**src/rtl/firmware_push_handshake_controller_assert.svh**
```systemverilog
// Assertion macros used by the top level of the firmware push controller.
// Needs nothing else; each macro expands to one labeled concurrent assertion.
`ifndef FIRMWARE_PUSH_HANDSHAKE_CONTROLLER_ASSERT_SVH
`define FIRMWARE_PUSH_HANDSHAKE_CONTROLLER_ASSERT_SVH

// Same-cycle implication, checked outside of reset.
`define FPHC_ASSERT_IMPLY(label, clk, rst_n, ante, cons) \
	label: assert property (@(posedge clk) disable iff (!rst_n) (ante) |-> (cons)) \
		else $error("implication check failed");

// Next-cycle implication, checked outside of reset.
`define FPHC_ASSERT_NEXT(label, clk, rst_n, ante, cons) \
	label: assert property (@(posedge clk) disable iff (!rst_n) (ante) |=> (cons)) \
		else $error("next-cycle check failed");

`endif

```
**src/rtl/fphc_pkg.sv**
```systemverilog
// Types and codes for the firmware push controller.
// Used by fphc_cfg, fphc_seq and the top level; depends on nothing.
package fphc_pkg;

	// Configuration register indexes.
	localparam logic [2:0] REG_SCHED_EN   = 3'd0;
	localparam logic [2:0] REG_SCHED_HOUR = 3'd1;
	localparam logic [2:0] REG_FW_SIZE    = 3'd2;
	localparam logic [2:0] REG_WAIT_TICKS = 3'd3;
	localparam logic [2:0] REG_RETRY_LIM  = 3'd4;
	localparam logic [2:0] REG_CRC_LIM    = 3'd5;

	// Command codes.
	localparam logic CMD_TICK = 1'b0;
	localparam logic CMD_ACK  = 1'b1;

	// Acknowledgement kinds.
	localparam logic [1:0] ACK_HS    = 2'd0;
	localparam logic [1:0] ACK_DATA  = 2'd1;
	localparam logic [1:0] ACK_FIN   = 2'd2;

	// Partner result codes.
	localparam logic [7:0] RES_OK      = 8'd0;
	localparam logic [7:0] RES_CRC_ERR = 8'd1;

	// Actions.
	localparam logic [2:0] ACT_NONE  = 3'd0;
	localparam logic [2:0] ACT_HS    = 3'd1;
	localparam logic [2:0] ACT_DATA  = 3'd2;
	localparam logic [2:0] ACT_FIN   = 3'd3;
	localparam logic [2:0] ACT_ENDED = 3'd4;

	// End reasons.
	localparam logic [3:0] END_SUCCESS    = 4'd0;
	localparam logic [3:0] END_START_FAIL = 4'd1;
	localparam logic [3:0] END_HS_CRC     = 4'd2;
	localparam logic [3:0] END_HS_REFUSED = 4'd3;
	localparam logic [3:0] END_DATA_CRC   = 4'd4;
	localparam logic [3:0] END_DATA_ABORT = 4'd5;
	localparam logic [3:0] END_HS_TMO     = 4'd6;
	localparam logic [3:0] END_DATA_TMO   = 4'd7;
	localparam logic [3:0] END_FIN_TMO    = 4'd8;

	// Status codes.
	localparam logic [1:0] ST_OK        = 2'd0;
	localparam logic [1:0] ST_CRC_REJ   = 2'd1;
	localparam logic [1:0] ST_SHORT_IMG = 2'd2;

	// A data ack carrying this CRC is accepted even on a CRC mismatch.
	localparam logic [15:0] CRC_BYPASS = 16'h40BF;

	localparam logic [7:0] TICK_MAX = 8'hFF;
	localparam logic [1:0] CNT_MAX  = 2'd3;

	typedef enum logic [6:0] {
		PH_IDLE      = 7'b0000001,
		PH_HS        = 7'b0000010,
		PH_HS_WAIT   = 7'b0000100,
		PH_DATA      = 7'b0001000,
		PH_DATA_WAIT = 7'b0010000,
		PH_FIN       = 7'b0100000,
		PH_FIN_WAIT  = 7'b1000000
	} phase_t;

	typedef struct packed {
		logic        command;
		logic [4:0]  hour_now;
		logic        firmware_ready;
		logic [1:0]  ack_kind;
		logic        crc_match;
		logic [15:0] recv_crc;
		logic [15:0] req_frame;
		logic [15:0] last_frame;
		logic [7:0]  result_code;
	} item_t;

	typedef struct packed {
		logic [2:0]  action;
		logic [15:0] frame_number;
		logic [23:0] chunk_offset;
		logic [7:0]  chunk_length;
		logic [3:0]  end_reason;
		logic [1:0]  status;
	} result_t;

	typedef struct packed {
		logic [4:0]  sched_hour;
		logic [23:0] fw_size;
		logic [7:0]  wait_ticks;
		logic [1:0]  retry_limit;
		logic [1:0]  crc_limit;
	} cfg_t;

	// Write of the enable register also reloads the armed flag.
	typedef struct packed {
		logic valid;
		logic value;
	} arm_wr_t;

endpackage

```
**src/rtl/fphc_cfg.sv**
```systemverilog
// Configuration register file of the firmware push controller.
// Depends on fphc_pkg for register indexes and the configuration struct.
module fphc_cfg (
	input  logic              clk,
	input  logic              arst_n,
	input  logic              wr_en,
	input  logic [2:0]        wr_index,
	input  logic [23:0]       wr_data,
	output fphc_pkg::cfg_t    cfg,
	output fphc_pkg::arm_wr_t arm_wr
);
	import fphc_pkg::*;

	logic        sched_en_q;
	logic [4:0]  sched_hour_q;
	logic [23:0] fw_size_q;
	logic [7:0]  wait_ticks_q;
	logic [1:0]  retry_lim_q;
	logic [1:0]  crc_lim_q;

	always_ff @(posedge clk or negedge arst_n) begin
		if (!arst_n) begin
			sched_en_q   <= 1'b0;
			sched_hour_q <= 5'd0;
			fw_size_q    <= 24'd1;
			wait_ticks_q <= 8'd10;
			retry_lim_q  <= 2'd3;
			crc_lim_q    <= 2'd3;
		end else if (wr_en) begin
			case (wr_index)
				REG_SCHED_EN:   sched_en_q   <= wr_data[0];
				REG_SCHED_HOUR: sched_hour_q <= wr_data[4:0];
				REG_FW_SIZE:    fw_size_q    <= wr_data;
				REG_WAIT_TICKS: wait_ticks_q <= wr_data[7:0];
				REG_RETRY_LIM:  retry_lim_q  <= wr_data[1:0];
				REG_CRC_LIM:    crc_lim_q    <= wr_data[1:0];
				default: ;
			endcase
		end
	end

	assign cfg.sched_hour  = sched_hour_q;
	assign cfg.fw_size     = fw_size_q;
	assign cfg.wait_ticks  = wait_ticks_q;
	assign cfg.retry_limit = retry_lim_q;
	assign cfg.crc_limit   = crc_lim_q;

	// The armed flag follows the written enable value directly.
	assign arm_wr.valid = wr_en && (wr_index == REG_SCHED_EN);
	assign arm_wr.value = (wr_index == REG_SCHED_EN) ? wr_data[0] : sched_en_q;

endmodule

```
**src/rtl/fphc_seq.sv**
```systemverilog
// Phase sequencer of the firmware push controller: state registers and the
// combinational next-state and result logic. Depends on fphc_pkg.
module fphc_seq #(
	parameter int CHUNK_BYTES = 128
) (
	input  logic              clk,
	input  logic              arst_n,
	input  logic              fire,
	input  fphc_pkg::item_t   item,
	input  fphc_pkg::cfg_t    cfg,
	input  fphc_pkg::arm_wr_t arm_wr,
	output fphc_pkg::result_t res,
	output fphc_pkg::phase_t  phase
);
	import fphc_pkg::*;

	localparam logic [24:0] CHUNK_W   = 25'(CHUNK_BYTES);
	localparam logic [7:0]  CHUNK_LEN = 8'(CHUNK_BYTES);

	phase_t      phase_q, nxt_phase;
	logic [7:0]  tick_q, nxt_tick, tick_inc;
	logic [1:0]  retry_q, nxt_retry, retry_inc;
	logic [1:0]  crc_q, nxt_crc, crc_inc;
	logic [24:0] br_q, nxt_br;
	logic [7:0]  len_q, nxt_len;
	logic [15:0] frame_q, nxt_frame;
	logic        armed_q, nxt_armed;

	logic        emit;
	logic        crc_reject;
	logic [24:0] size_w;
	logic [24:0] left;
	logic [24:0] len_sel;
	logic [16:0] cur_next;

	always_comb begin
		nxt_phase = phase_q;
		nxt_tick  = tick_q;
		nxt_retry = retry_q;
		nxt_crc   = crc_q;
		nxt_br    = br_q;
		nxt_len   = len_q;
		nxt_frame = frame_q;
		nxt_armed = armed_q;
		res       = '0;
		emit      = 1'b0;

		tick_inc  = (tick_q == TICK_MAX) ? tick_q : tick_q + 8'd1;
		retry_inc = (retry_q == CNT_MAX) ? retry_q : retry_q + 2'd1;
		crc_inc   = (crc_q == CNT_MAX) ? crc_q : crc_q + 2'd1;

		size_w     = {1'b0, cfg.fw_size};
		left       = size_w - br_q;
		len_sel    = (left >= CHUNK_W) ? CHUNK_W : left;
		cur_next   = {1'b0, item.last_frame} + 17'd1;
		crc_reject = !item.crc_match &&
			!(item.ack_kind == ACK_DATA && item.recv_crc == CRC_BYPASS);

		if (item.command == CMD_TICK) begin
			nxt_tick = tick_inc;
			case (phase_q)
				PH_IDLE: begin
					if (armed_q && item.hour_now == cfg.sched_hour) begin
						if (item.firmware_ready) begin
							nxt_br    = '0;
							nxt_frame = '0;
							nxt_retry = '0;
							nxt_crc   = '0;
							nxt_phase = PH_HS;
							nxt_tick  = '0;
						end else begin
							res.action     = ACT_ENDED;
							res.end_reason = END_START_FAIL;
						end
					end
				end
				PH_HS: begin
					res.action = ACT_HS;
					nxt_phase  = PH_HS_WAIT;
					nxt_tick   = '0;
				end
				PH_DATA: begin
					emit      = 1'b1;
					nxt_phase = PH_DATA_WAIT;
					nxt_tick  = '0;
				end
				PH_FIN: begin
					res.action = ACT_FIN;
					nxt_phase  = PH_FIN_WAIT;
					nxt_tick   = '0;
				end
				PH_HS_WAIT, PH_DATA_WAIT, PH_FIN_WAIT: begin
					if (tick_inc > cfg.wait_ticks) begin
						nxt_retry = retry_inc;
						if (retry_inc >= cfg.retry_limit) begin
							res.action = ACT_ENDED;
							if (phase_q == PH_HS_WAIT)
								res.end_reason = END_HS_TMO;
							else if (phase_q == PH_DATA_WAIT)
								res.end_reason = END_DATA_TMO;
							else
								res.end_reason = END_FIN_TMO;
						end else begin
							nxt_tick = '0;
							if (phase_q == PH_HS_WAIT)
								nxt_phase = PH_HS;
							else if (phase_q == PH_DATA_WAIT)
								nxt_phase = PH_DATA;
							else
								nxt_phase = PH_FIN;
						end
					end
				end
				default: begin
					// An illegal phase code drops back to idle and still advances the tick count.
					nxt_phase = PH_IDLE;
				end
			endcase
		end else if (crc_reject) begin
			res.status = ST_CRC_REJ;
		end else begin
			case (item.ack_kind)
				ACK_HS: begin
					if (item.result_code == RES_OK) begin
						nxt_crc = '0;
						if (size_w >= CHUNK_W) begin
							nxt_br    = CHUNK_W;
							nxt_len   = CHUNK_LEN;
							nxt_frame = 16'd1;
							nxt_retry = '0;
							emit      = 1'b1;
							nxt_phase = PH_DATA_WAIT;
							nxt_tick  = '0;
						end else begin
							res.status = ST_SHORT_IMG;
						end
					end else if (item.result_code == RES_CRC_ERR) begin
						nxt_crc = crc_inc;
						if (crc_inc >= cfg.crc_limit) begin
							res.action     = ACT_ENDED;
							res.end_reason = END_HS_CRC;
						end else begin
							res.action = ACT_HS;
							nxt_phase  = PH_HS;
							nxt_tick   = '0;
						end
					end else begin
						res.action     = ACT_ENDED;
						res.end_reason = END_HS_REFUSED;
					end
				end
				ACK_DATA: begin
					if (item.result_code > RES_CRC_ERR) begin
						res.action     = ACT_ENDED;
						res.end_reason = END_DATA_ABORT;
					end else if (item.result_code == RES_CRC_ERR &&
							crc_inc >= cfg.crc_limit) begin
						nxt_crc        = crc_inc;
						res.action     = ACT_ENDED;
						res.end_reason = END_DATA_CRC;
					end else begin
						if (item.result_code == RES_CRC_ERR) begin
							nxt_crc = crc_inc;
						end else begin
							nxt_crc   = '0;
							nxt_retry = '0;
						end
						if (item.req_frame == item.last_frame) begin
							emit = 1'b1;
						end else if ({1'b0, item.req_frame} == cur_next) begin
							if (br_q < size_w) begin
								nxt_len   = len_sel[7:0];
								nxt_br    = br_q + CHUNK_W;
								nxt_frame = frame_q + 16'd1;
								emit      = 1'b1;
								nxt_phase = PH_DATA_WAIT;
								nxt_tick  = '0;
							end else begin
								res.action = ACT_FIN;
								nxt_retry  = '0;
								nxt_phase  = PH_FIN;
								nxt_tick   = '0;
							end
						end
					end
				end
				ACK_FIN: begin
					res.action     = ACT_ENDED;
					res.end_reason = END_SUCCESS;
				end
				default: ;
			endcase
		end

		// Any end of the upgrade disarms the schedule and returns to idle.
		if (res.action == ACT_ENDED) begin
			nxt_armed = 1'b0;
			nxt_phase = PH_IDLE;
			nxt_tick  = '0;
		end

		if (emit) begin
			res.action       = ACT_DATA;
			res.frame_number = nxt_frame;
			res.chunk_offset = 24'(nxt_br - CHUNK_W);
			res.chunk_length = nxt_len;
		end
	end

	always_ff @(posedge clk or negedge arst_n) begin
		if (!arst_n) begin
			phase_q <= PH_IDLE;
			tick_q  <= '0;
			retry_q <= '0;
			crc_q   <= '0;
			br_q    <= '0;
			len_q   <= '0;
			frame_q <= '0;
			armed_q <= 1'b0;
		end else begin
			if (fire) begin
				phase_q <= nxt_phase;
				tick_q  <= nxt_tick;
				retry_q <= nxt_retry;
				crc_q   <= nxt_crc;
				br_q    <= nxt_br;
				len_q   <= nxt_len;
				frame_q <= nxt_frame;
			end
			if (arm_wr.valid)
				armed_q <= arm_wr.value;
			else if (fire)
				armed_q <= nxt_armed;
		end
	end

	assign phase = phase_q;

endmodule

```
**src/rtl/firmware_push_handshake_controller.sv**
```systemverilog
// Channel | handshake             | payload
// in      | in_valid / in_ready   | command, hour_now, firmware_ready, ack_kind, crc_match,
//         |                       | recv_crc, req_frame, last_frame, result_code
// out     | out_valid / out_ready | action, frame_number, chunk_offset, chunk_length,
//         |                       | end_reason, status
// cfg     | cfg_valid / cfg_ready | cfg_index, cfg_data
//
// Each transaction passes through the input register, then the result register, which
// the sequencer loads in the same pass as it updates its state.
// One transaction is accepted per cycle unless the output stalls; the sequencer's state loop sets the rate.
// A stalled output holds the result register, which holds the input register in turn.
// Reset puts the phase in idle, clears all counters and disarms the schedule.
// Top level of the firmware push controller; depends on fphc_pkg, fphc_cfg, fphc_seq
// and the assertion macro header.
module firmware_push_handshake_controller #(
	parameter int CHUNK_BYTES = 128
) (
	input  logic        clk,
	input  logic        arst_n,
	input  logic        in_valid,
	output logic        in_ready,
	input  logic        command,
	input  logic [4:0]  hour_now,
	input  logic        firmware_ready,
	input  logic [1:0]  ack_kind,
	input  logic        crc_match,
	input  logic [15:0] recv_crc,
	input  logic [15:0] req_frame,
	input  logic [15:0] last_frame,
	input  logic [7:0]  result_code,
	output logic        out_valid,
	input  logic        out_ready,
	output logic [2:0]  action,
	output logic [15:0] frame_number,
	output logic [23:0] chunk_offset,
	output logic [7:0]  chunk_length,
	output logic [3:0]  end_reason,
	output logic [1:0]  status,
	input  logic        cfg_valid,
	output logic        cfg_ready,
	input  logic [2:0]  cfg_index,
	input  logic [23:0] cfg_data
);
	import fphc_pkg::*;
	`include "firmware_push_handshake_controller_assert.svh"

	item_t   item_s1;
	logic    valid_s1;
	logic    advance;
	result_t res_next;
	result_t res_q;
	logic    out_valid_q;
	cfg_t    cfg;
	arm_wr_t arm_wr;
	phase_t  phase;

	assign cfg_ready = 1'b1;

	// The input stage moves on when the result register is empty or being drained.
	assign advance  = valid_s1 && (!out_valid_q || out_ready);
	assign in_ready = !valid_s1 || advance;

	always_ff @(posedge clk or negedge arst_n) begin
		if (!arst_n) begin
			valid_s1 <= 1'b0;
		end else if (in_ready) begin
			valid_s1 <= in_valid;
		end
	end

	always_ff @(posedge clk) begin
		if (in_valid && in_ready) begin
			item_s1.command        <= command;
			item_s1.hour_now       <= hour_now;
			item_s1.firmware_ready <= firmware_ready;
			item_s1.ack_kind       <= ack_kind;
			item_s1.crc_match      <= crc_match;
			item_s1.recv_crc       <= recv_crc;
			item_s1.req_frame      <= req_frame;
			item_s1.last_frame     <= last_frame;
			item_s1.result_code    <= result_code;
		end
	end

	fphc_cfg u_cfg (
		.clk      (clk),
		.arst_n   (arst_n),
		.wr_en    (cfg_valid && cfg_ready),
		.wr_index (cfg_index),
		.wr_data  (cfg_data),
		.cfg      (cfg),
		.arm_wr   (arm_wr)
	);

	fphc_seq #(
		.CHUNK_BYTES (CHUNK_BYTES)
	) u_seq (
		.clk    (clk),
		.arst_n (arst_n),
		.fire   (advance),
		.item   (item_s1),
		.cfg    (cfg),
		.arm_wr (arm_wr),
		.res    (res_next),
		.phase  (phase)
	);

	always_ff @(posedge clk or negedge arst_n) begin
		if (!arst_n) begin
			out_valid_q <= 1'b0;
		end else if (advance) begin
			out_valid_q <= 1'b1;
		end else if (out_ready) begin
			out_valid_q <= 1'b0;
		end
	end

	always_ff @(posedge clk) begin
		if (advance)
			res_q <= res_next;
	end

	assign out_valid    = out_valid_q;
	assign action       = res_q.action;
	assign frame_number = res_q.frame_number;
	assign chunk_offset = res_q.chunk_offset;
	assign chunk_length = res_q.chunk_length;
	assign end_reason   = res_q.end_reason;
	assign status       = res_q.status;

	`FPHC_ASSERT_NEXT(a_end_goes_idle, clk, arst_n,
		advance && res_next.action == ACT_ENDED, phase == PH_IDLE)
	`FPHC_ASSERT_IMPLY(a_reason_only_on_end, clk, arst_n,
		out_valid && end_reason != END_SUCCESS, action == ACT_ENDED)
	`FPHC_ASSERT_IMPLY(a_chunk_only_on_data, clk, arst_n,
		out_valid && action != ACT_DATA,
		frame_number == 16'd0 && chunk_offset == 24'd0 && chunk_length == 8'd0)
	`FPHC_ASSERT_NEXT(a_stall_holds_stage, clk, arst_n,
		valid_s1 && out_valid_q && !out_ready, valid_s1 && $stable(item_s1))

endmodule

```
**config.mk**
```make
export PLATFORM = sky130hd
export DESIGN_NAME = firmware_push_handshake_controller
export DESIGN_NICKNAME = d
export VERILOG_FILES = /design/src/rtl/fphc_pkg.sv /design/src/rtl/fphc_cfg.sv /design/src/rtl/fphc_seq.sv /design/src/rtl/firmware_push_handshake_controller.sv
export VERILOG_INCLUDE_DIRS = /design/src /design/src/rtl
export SDC_FILE = /design/constraint.sdc
export NUM_CORES = 1
export LEC_CHECK = 0
export BUFFER_PORTS_ARGS = -buffer_cell sky130_fd_sc_hd__buf_4
export CORE_ASPECT_RATIO = 1.5
export CORE_MARGIN = 3
export CORE_UTILIZATION = 61
export DETAILED_ROUTE_END_ITERATION = 16
export GPL_ROUTABILITY_DRIVEN = 0
export PLACE_DENSITY = 0.82
export SETUP_SLACK_MARGIN = 0.3
export SYNTH_ARGS = -nofsm -noshare
export SYNTH_HDL_FRONTEND = slang
export SYNTH_SLANG_ARGS = --single-unit
```
**constraint.sdc**
```tcl
create_clock -name clk -period 7.3 [get_ports clk]
set_input_delay 0.73 -clock clk [delete_from_list [all_inputs] [get_ports clk]]
set_output_delay 0.73 -clock clk [all_outputs]
set_load 0.01 [all_outputs]
```
* Word level (Yosys, flattened, before mapping)
Index checks and enable logic that the tools add are counted.
** Word-level totals
- Register bits :: 236
- Logic and storage cells :: 285
** Operators by class
- $add $sub $neg :: 8
- $lt $le $gt $ge :: 7
- Equal/unequal tests :: 46
- Muxes and demuxes :: 153
- Bitwise logic cells :: 3
- Reductions and logical operators :: 36
** Operators by type and width (count)
- 2-to-1 mux 25 bit :: 12
- 2-to-1 mux 8 bit :: 26
- 2-to-1 mux 16 bit :: 12
- 2-to-1 mux 7 bit :: 16
- 2-to-1 mux 2 bit :: 27
- one-hot mux 25 bit (2 select lines) :: 1
- 2-to-1 mux 3 bit :: 14
- 2-to-1 mux 4 bit :: 9
- one-hot mux 7 bit (5 select lines) :: 1
- one-hot mux 16 bit (2 select lines) :: 1
- one-hot mux 8 bit (2 select lines) :: 2
- adder 25 x 8 -> 25 bit, second input constant :: 1
- greater-or-equal comparator 25 x 8 -> 1 bit, second input constant :: 1
- < comparator 25 x 24 -> 1 bit :: 1
- subtractor 24 x 25 -> 25 bit :: 1
- greater-or-equal comparator 24 x 8 -> 1 bit, second input constant :: 1
- one-hot mux 8 bit (3 select lines) :: 1
- subtractor 24 x 8 -> 24 bit, second input constant :: 1
- 2-to-1 mux 1 bit :: 20
- != test 4 bit, second input constant :: 5
- adder 16 x 1 -> 17 bit, second input constant :: 1
- equality test 16 x 17 -> 1 bit :: 1
- adder 16 x 1 -> 16 bit, second input constant :: 1
- equality test 16 x 15 -> 1 bit, second input constant :: 1
- 54 further kinds :: 96

* Longest topological paths before layout
Gate-level depths: netlist (run 1).
- Depth after elaboration :: 13
- Gate-level depth with buffers :: 19
- Gate-level depth less buffers :: 18

* Hierarchy
Synthesis (run 1) repeated with hierarchy kept, for this count alone.
** Second synthesis, totals
- Cell total of the unflattened synthesis :: 1394
- Area, all modules :: 14122.3 sq um
** Modules (own cells, without submodules)
- fphc_seq :: instances 1, cells each 1166, area an instance 8592.0 sq um, seq. area each 1727.9 sq um
- firmware_push_handshake_controller :: instances 1, cells each 133, area an instance 3808.7 sq um, seq. area each 3743.6 sq um
- fphc_cfg :: instances 1, cells each 95, area an instance 1721.7 sq um, seq. area each 1059.8 sq um

* Worst setup path before layout (run 1)
OpenSTA, ideal clock, no wires.
- Path kind :: register to register
- Start :: register u_seq.br_q[17]
- End :: register res_q, in the netlist chunk_offset[19], data pin
- Setup time :: 0.262 ns
- Arrival time :: 4.026 ns
- Slack :: 3.012 ns
- Cell stages (with the launch flop) :: 18
- Path through :: dfrtp_1 clkbuf_1 inv_1 ha_1 and4_1 and3_1 a41oi_1 nand3_1 a21oi_1 o2111ai_4 clkbuf_1 o211a_1 nor3_2 ha_1 nand2_1 nor3_1 nand3b_1 mux2_1
** On the way
- Cells in the longest elaborated chain, start to end :: 10
** RTL lines
- from (decl) :: line fphc_seq.sv:24 : logic [24:0] br_q, nxt_br;
- from (signal assigned) :: line fphc_seq.sv:226 : br_q <= nxt_br;
- adder 25 x 8 -> 25 bit / < comparator 25 x 24 -> 1 bit (equally long branches) :: line fphc_seq.sv:173, fphc_seq.sv:171
- 2-to-1 mux 25 bit :: line fphc_seq.sv:171 : if (br_q < size_w) begin
- 2-to-1 mux 25 bit :: line fphc_seq.sv:170 : end else if ({1'b0, item.req_frame} == cur_next) begin
- 2-to-1 mux 25 bit :: line fphc_seq.sv:168 : if (item.req_frame == item.last_frame) begin
- 2-to-1 mux 25 bit :: line fphc_seq.sv:156 : end else if (item.result_code == RES_CRC_ERR &&
- 2-to-1 mux 25 bit :: line fphc_seq.sv:153 : if (item.result_code > RES_CRC_ERR) begin
- one-hot mux 25 bit (2 select lines) :: line fphc_seq.sv:122 : case (item.ack_kind)
- 2-to-1 mux 25 bit :: line fphc_seq.sv:119 : end else if (crc_reject) begin
- 2-to-1 mux 25 bit :: line fphc_seq.sv:59 : if (item.command == CMD_TICK) begin
- subtractor 24 x 8 -> 24 bit :: line fphc_seq.sv:205 : res.chunk_offset = 24'(nxt_br - CHUNK_W);
- to (signal assigned) :: line firmware_push_handshake_controller.sv:120 : res_q <= res_next;
- to (decl) :: line firmware_push_handshake_controller.sv:51 : result_t res_q;
Parallel ways exist; a longest one is shown, timed or not.
A chain may end at the register's enable or synchronous reset.

* Final worst setup path (run 1)
- Start :: register item_s1[58] (netlist bit)
- End :: register res_q, in the netlist chunk_offset[19], data pin
** On the way
- Cells in the longest elaborated chain, start to end :: 7
** RTL lines
- from (decl) :: line firmware_push_handshake_controller.sv:47 : item_t item_s1;
- equality test 2 x 1 -> 1 bit :: line fphc_seq.sv:57, fphc_seq.sv:122
- logical AND 1 bit :: line fphc_seq.sv:57 : !(item.ack_kind == ACK_DATA && item.recv_crc == CRC_BYPASS);
- zero test 1 bit :: line fphc_seq.sv:57
- logical AND 1 bit :: line fphc_seq.sv:56 : crc_reject = !item.crc_match &&
- 2-to-1 mux 25 bit :: line fphc_seq.sv:119
- 2-to-1 mux 25 bit :: line fphc_seq.sv:59
- subtractor 24 x 8 -> 24 bit :: line fphc_seq.sv:205
Parallel ways exist; a longest one is shown, timed or not.

==> results of run 1 <==
## cell usage after synthesis (13+ instances only)
| cell | count |
|---|---|
| or3_1 | 15 |
| edfxtp_1 | 123 |
| a22o_1 | 13 |
| a21o_1 | 21 |
| and2_1 | 14 |
| dfrtp_1 | 104 |
| o21ai_0 | 84 |
| nor3_1 | 43 |
| nor2_1 | 91 |
| xnor2_1 | 44 |
| nand2b_1 | 24 |
| nand4_1 | 22 |
| and3_1 | 23 |
| xor2_1 | 20 |
| clkbuf_1 | 52 |
| inv_1 | 53 |
| mux2_2 | 48 |
| nor4_1 | 21 |
| a31oi_1 | 16 |
| a21oi_1 | 84 |
| nand2_1 | 142 |
| ha_1 | 41 |
| nand3_1 | 48 |
## power breakdown
group	leakage, uW	switching [uW]	internal, uW
Sequential	0.00264	98.9	1540
Clock	0.000391	508	766
Combinational	0.00318	574	407
## registers in the layout (all words and copies together) (netlist names), 2 cells and up
| name | count |
|---|---|
| u_cfg.crc_lim_q | 2 |
| u_cfg.sched_hour_q | 5 |
| u_seq.crc_q | 2 |
| chunk_offset | 24 |
| frame_number | 16 |
| u_seq.br_q | 25 |
| u_seq.frame_q | 16 |
| u_cfg.wait_ticks_q | 8 |
| u_seq.len_q | 8 |
| u_seq.phase | 7 |
| end_reason | 4 |
| status | 2 |
| u_seq.retry_q | 2 |
| u_cfg.retry_lim_q | 2 |
| item_s1 | 66 |
| u_cfg.fw_size_q | 24 |
| chunk_length | 8 |
| action | 3 |
| u_seq.tick_q | 8 |
## layout by cell type, fill, tap and decap left out, drive strengths merged, types with 13 or more instances in the layout
cell and n:
a21o 21, a21oi 84, a22o 13, a31oi 16, and2 14, and3 23
buf 169, clkbuf 26, dfrtp 104, edfxtp 123, ha 41, inv 55
mux2 50, nand2 143, nand2b 24, nand3 50, nand4 22, nor2 91
nor3 45, nor4 24, o21ai 88, or3 15, xnor2 44, xor2 21
## worst max-delay path: stages (launching register included)
cell and delay, ps:
edfxtp_1 570, nand2b_1 300, nor3_1 340, a21oi_1 430, nor2_1 450, nand2_1 570, o211a_1 420, nor3_2 440
ha_1 290, nand2_1 120, nor3_1 420, nand3b_1 150, mux2_1 330
## cell families after synthesis
logic type	share of synthesized area (%)
buf+inv	3.260
mux	4.586
other cells	0.02760
compound gates	15.96
xor+xnor	4.246
simple gates	20.11
fa+ha+maj	3.923
flops	47.89
## worst max-delay path by stage
stage,endpoint,slack (ps),depth (start not counted)
floorplan,chunk_offset[19],3010,17
global placement,chunk_offset[19],2420,12
detailed placement,chunk_offset[19],2380,12
CTS,chunk_offset[19],2360,12
global route,chunk_offset[19],1960,15
finish,chunk_offset[19],2190,12
## per-stage QoR
stage / cell area (um^2) / setup slack [ps] / cells
2_1_floorplan: 13590 / 3012 / 1363
3_3_place_gp: 14980 / 2422 / 1744
3_5_place_dp: 14980 / 2378 / 1744
4_1_cts: 15790 / 2362 / 1786
5_1_grt: 15790 / 1958 / 1786
6_report: 15790 / 2191 / 1786
## area by class of cell
type	instances	area (um^2)
fill	1646	6013
multi-input combinational	1014	6660
clock inverter	16	212.7
timing repair buffer	169	1269
clock buffer	26	596.8
inverter	54	202.7
sequential	235	6506
tap	272	340.3
## layer usage
layer	up-vias	share of wire, %	track usage, %
met5	-	0	0
met4	0	6.0	15.07
met3	170	8.0	4.793
met2	630	50	51.11
met1	5513	36	36.07
li1	5334	-	-
==> results.cfg, run 1 <==
[floorplanning]
die_x_um = 127.9
initial_utilization_pct = 62.32
die_area_um2 = 24130
num_rows = 66
design.core.area_um2 = 21800
ioPinCount = 158
die_h_um = 188.8

[final_layout]
area_growth_syn_to_layout_pct = 16.21
fin_util_pct = 72.42
drive_gt1_share_pct = 19.35
diodes = 0
layout.nets = 1637

[worst_setup_path]
cp.required_ps = 7570
startpoint = item_s1[58]
cp-start-kind = flip-flop
critPathMaxFanout = 20
reg2reg_to = chunk_offset[19]
crit-reg2reg-launch = item_s1[58]
reg2reg_depth = 12
crit_type = flip-flop to flip-flop
cp_data_arrival_time_ps = 5370
worst-r2r-setup-slack_ps = 2190
cp-end-kind = flip-flop

[synthesis]
synth_top_area_share_pct = 27.19
syn-cell-area_um2 = 13590
syn_nets = 1503
synth_edf_count = 123
synthFlopType = edfxtp_1
syn_avg_cell_area_um2 = 9.967
yosysSeqAreaShare_pct = 47.89
yosysUniqueCellTypes = 88
yosysWarnings = 0
yosys.area.top_type = edfxtp_1
ys_async_sr_fraction_pct = 47.66
synth-seq-cells = 235
synth_area_leaders = edfxtp_1 27%, dfrtp_1 19%, mux2_2 4.0%
syn_inst = 1363

[pwr]
ir_drop_uv = 198.0
fin_total_pwr_uw = 3898
leakagePower_uw = 0.006217
power.density_nw_per_um2 = 246.9

[grt]
grt-ovfl-total = 0
grt_max_degree = 75
grt.total_usage_pct = 29.81
grt_pass1_vias = 11270
grt_pass1_wl_um = 57670
antenna_found_initial = 0

[sta]
grt_setup_unrepaired = false
skew_ps = 23.04
worst_pin_slew_ps = 1318
fmax_ghz = 0.1957
finalCritPeriodShare_pct = 69.98
relSlewSlack_pct = 10.94
setup_tns_ps = 0
finalMaxSlewViolations = 0
hold_violations = 0
setup_viol = 0
hold_ws_ps = 186.3
fin_crit_ps = 5109

[detailed_routing]
dr_total_vias = 11650
post_drt_wl_per_cell_um = 20.41
dr.pass1.iters = 6
drt_iter0_drc = 1083
drcViolationCount = 0
wl_um = 36450
postRouteAntennaNets = 0
vias_per_cell = 6.521

[worst_hold_path]
hold_path_class = input port to async pin

[clock_tree]
cts_resized = 0
root_buffer = clkbuf_16
cts_tree = yes
path_clk_slew_ps = 60
clkLatencyLatePin_ps = 530
h-tree-depth = 1
clock_path_buffers = 3
postCtsHoldBufs = 0
post_cts_buffers = 0
cts_buffers = 23
clock_sinks = 235

[outcome]
outcome = complete, no violations

[placement]
port_buffers = 156
post-dp-hpwl_um = 26910

[job]
maxCapViolations = 0
Power figures use the tool's default switching activity.
==> run 2: changes to the inputs <==
--- a/config.mk
+++ b/config.mk
@@ -9,10 +9,10 @@
 export BUFFER_PORTS_ARGS = -buffer_cell sky130_fd_sc_hd__buf_4
 export CORE_ASPECT_RATIO = 1.5
 export CORE_MARGIN = 3
-export CORE_UTILIZATION = 61
+export CORE_UTILIZATION = 59
 export DETAILED_ROUTE_END_ITERATION = 16
 export GPL_ROUTABILITY_DRIVEN = 0
-export PLACE_DENSITY = 0.82
+export PLACE_DENSITY = 0.8
 export SETUP_SLACK_MARGIN = 0.3
 export SYNTH_ARGS = -nofsm -noshare
 export SYNTH_HDL_FRONTEND = slang
==> constraint.sdc (replaced) <==
create_clock -name clk -period 5.3 [get_ports clk]
set_input_delay 0.53 -clock clk [delete_from_list [all_inputs] [get_ports clk]]
set_output_delay 0.53 -clock clk [all_outputs]
set_load 0.01 [all_outputs]
==> run 2 against run 1 <==
Against the previous run: sequential cell count unchanged; critical path type unchanged; hold slack lost 130 ps; clock power grew 31%; clock skew down 2.4 ps; final area increased by 0.55%; fmax up 10%; sequential share of layout area fell by 0.22 points; clock-buffer cell count up 2; via count rose by 0.26%; non-clock buffer count up 17.
==> results.cfg, run 2 (synthesis gave the netlist of run 1 again) <==
[floorplanning]
ioPinCount = 158
design.core.area_um2 = 22470
die_x_um = 129.9
die_h_um = 191.8
initial_utilization_pct = 60.47
die_area_um2 = 24920
num_rows = 67

[final_layout]
mostFrequentLayoutCells = 186 x buf_4, 142 x nand2_1, 123 x edfxtp_1
top_register = item_s1
area_growth_syn_to_layout_pct = 16.84
diodes = 0
layout.nets = 1654
largestRegisters = item_s1: 66 flops, u_seq.br_q: 25 flops
fin_cells = 1807
largest_reg_flops = 66
layout_commonest_cell = buf_4
drive_gt1_share_pct = 20.12
finalInstanceArea_um2 = 15870

[sta]
fin_crit_ps = 4635
skew_ps = 20.66
worst_pin_slew_ps = 1109
hold_violations = 0
finalMaxSlewViolations = 0
fmax_ghz = 0.2157
grt_setup_unrepaired = false
setup_viol = 0
relSlewSlack_pct = 25.79
hold_ws_ps = 60.16
finalCritPeriodShare_pct = 87.46
setup_tns_ps = 0

[grt]
grt_pass1_wl_um = 58850
grt.total_usage_pct = 29.65
antenna_found_initial = 1
grt_pass1_vias = 11500
grt-ovfl-total = 0
grt_max_degree = 67

[pwr]
leakagePower_uw = 0.006271
fin_total_pwr_uw = 5292
power.density_nw_per_um2 = 333.4
ir_drop_uv = 317.2

[worst_setup_path]
cpLargestDelayFamily = compound AO/OA/AOI/OAI gates
crit_chain = inv_1 > ha_1 > and4_1 > and3_1 > a41oi_1 > nand3_1 > a21oi_1 > nor2_1 > o31a_1 > a31oi_1 > ha_1 > nand2_1 > nor3_2 > nand3b_1 > mux2_1
crit_path_max_incr_delay_ps = 500
cp-start-kind = flip-flop
cp-end-kind = flip-flop
critPathMostFrequentCell = ha_1
crit_type = flip-flop to flip-flop
critPathMaxFanout = 9
cpMaxStageDelayCell = a21oi_1
cp_data_arrival_time_ps = 4910
path_buf_inv = 1
cp.required_ps = 5580

[clock_tree]
root_buffer = clkbuf_16
cts_buffers = 23
postCtsHoldBufs = 0
clock_sinks = 235
cts_tree = yes
h-tree-depth = 1
clkLatencyLatePin_ps = 540
clock_path_buffers = 3
path_clk_slew_ps = 70

[detailed_routing]
dr_total_vias = 11680
dr.pass1.iters = 8
post_drt_wl_per_cell_um = 20.45
postRouteAntennaNets = 0
vias_per_cell = 6.462
drcViolationCount = 0
wl_um = 36950
drt_iter0_drc = 1200

[job]
maxCapViolations = 0

[placement]
dpl.cell_count = 1765
port_buffers = 156
post-dp-hpwl_um = 27510
place_area_um2 = 15110

[worst_hold_path]
hold_path_class = input port to async pin

[outcome]
outcome = complete, no violations
run 2: cell types whose count changed in the layout (fill, tap and decap cells not counted), sizes merged:
| cell | change |
|---|---|
| buf | +17 |
| inv | +1 |
| bufinv | -2 |
| clkbuf | +2 |
| clkinv | -1 |
run 2: path summary, 6_finish.rpt:
kind	start	slack (ps)	endpoint	cells after the start
worst max-delay path	u_seq.br_q[17]	660	chunk_offset[19]	15
worst min-delay path	arst_n	60	u_seq.br_q[19]	1
worst max register to register	u_seq.br_q[17]	660	chunk_offset[19]	15
worst min register to register	u_seq.len_q[3]	490	u_seq.len_q[3]	2
max in group asynchronous	arst_n	3990	u_cfg.sched_hour_q[2]	2
min in group clk	req_frame[8]	170	item_s1[32]	1
run 2: layout make-up:
type                       instances  area, um^2
sequential                       235        6506
clock buffer                      28       594.3
fill                            1704        6593
timing repair buffer             186        1396
clock inverter                    14       163.9
inverter                          54       202.7
multi-input combinational       1014        6665
tap                              276       345.3
run 2: where the power goes:
| group | internal, uW | total (uW) | switching [uW] |
|---|---|---|---|
| logic | 576 | 1360 | 785 |
| registers | 2130 | 2260 | 134 |
| clock network | 955 | 1670 | 717 |
| total | 3660 | 5290 | 1640 |
run 2: what timing repair did:
action / 4_1_cts / 5_1_grt
setup buffers: 0 / 0
endpoints found under the setup margin: 0 / 2
gates resized for setup: 0 / 1
run 2: per-layer routing:
layer	global-route usage, %	up-vias	wire [um]
met1	35.15	5512	13230
met4	16.40	2	2281
met5	0	-	13
li1	-	5357	-
met2	51.09	643	18480
met3	4.480	163	2945
run 2: stage by stage:
step	utilization (%)	worst slack, ps
6_report	70.66	664.7
5_1_grt	70.66	339.4
4_1_cts	70.63	579.8
3_5_place_dp	67.26	617.1
3_3_place_gp	67.26	812.1
2_1_floorplan	-	1012
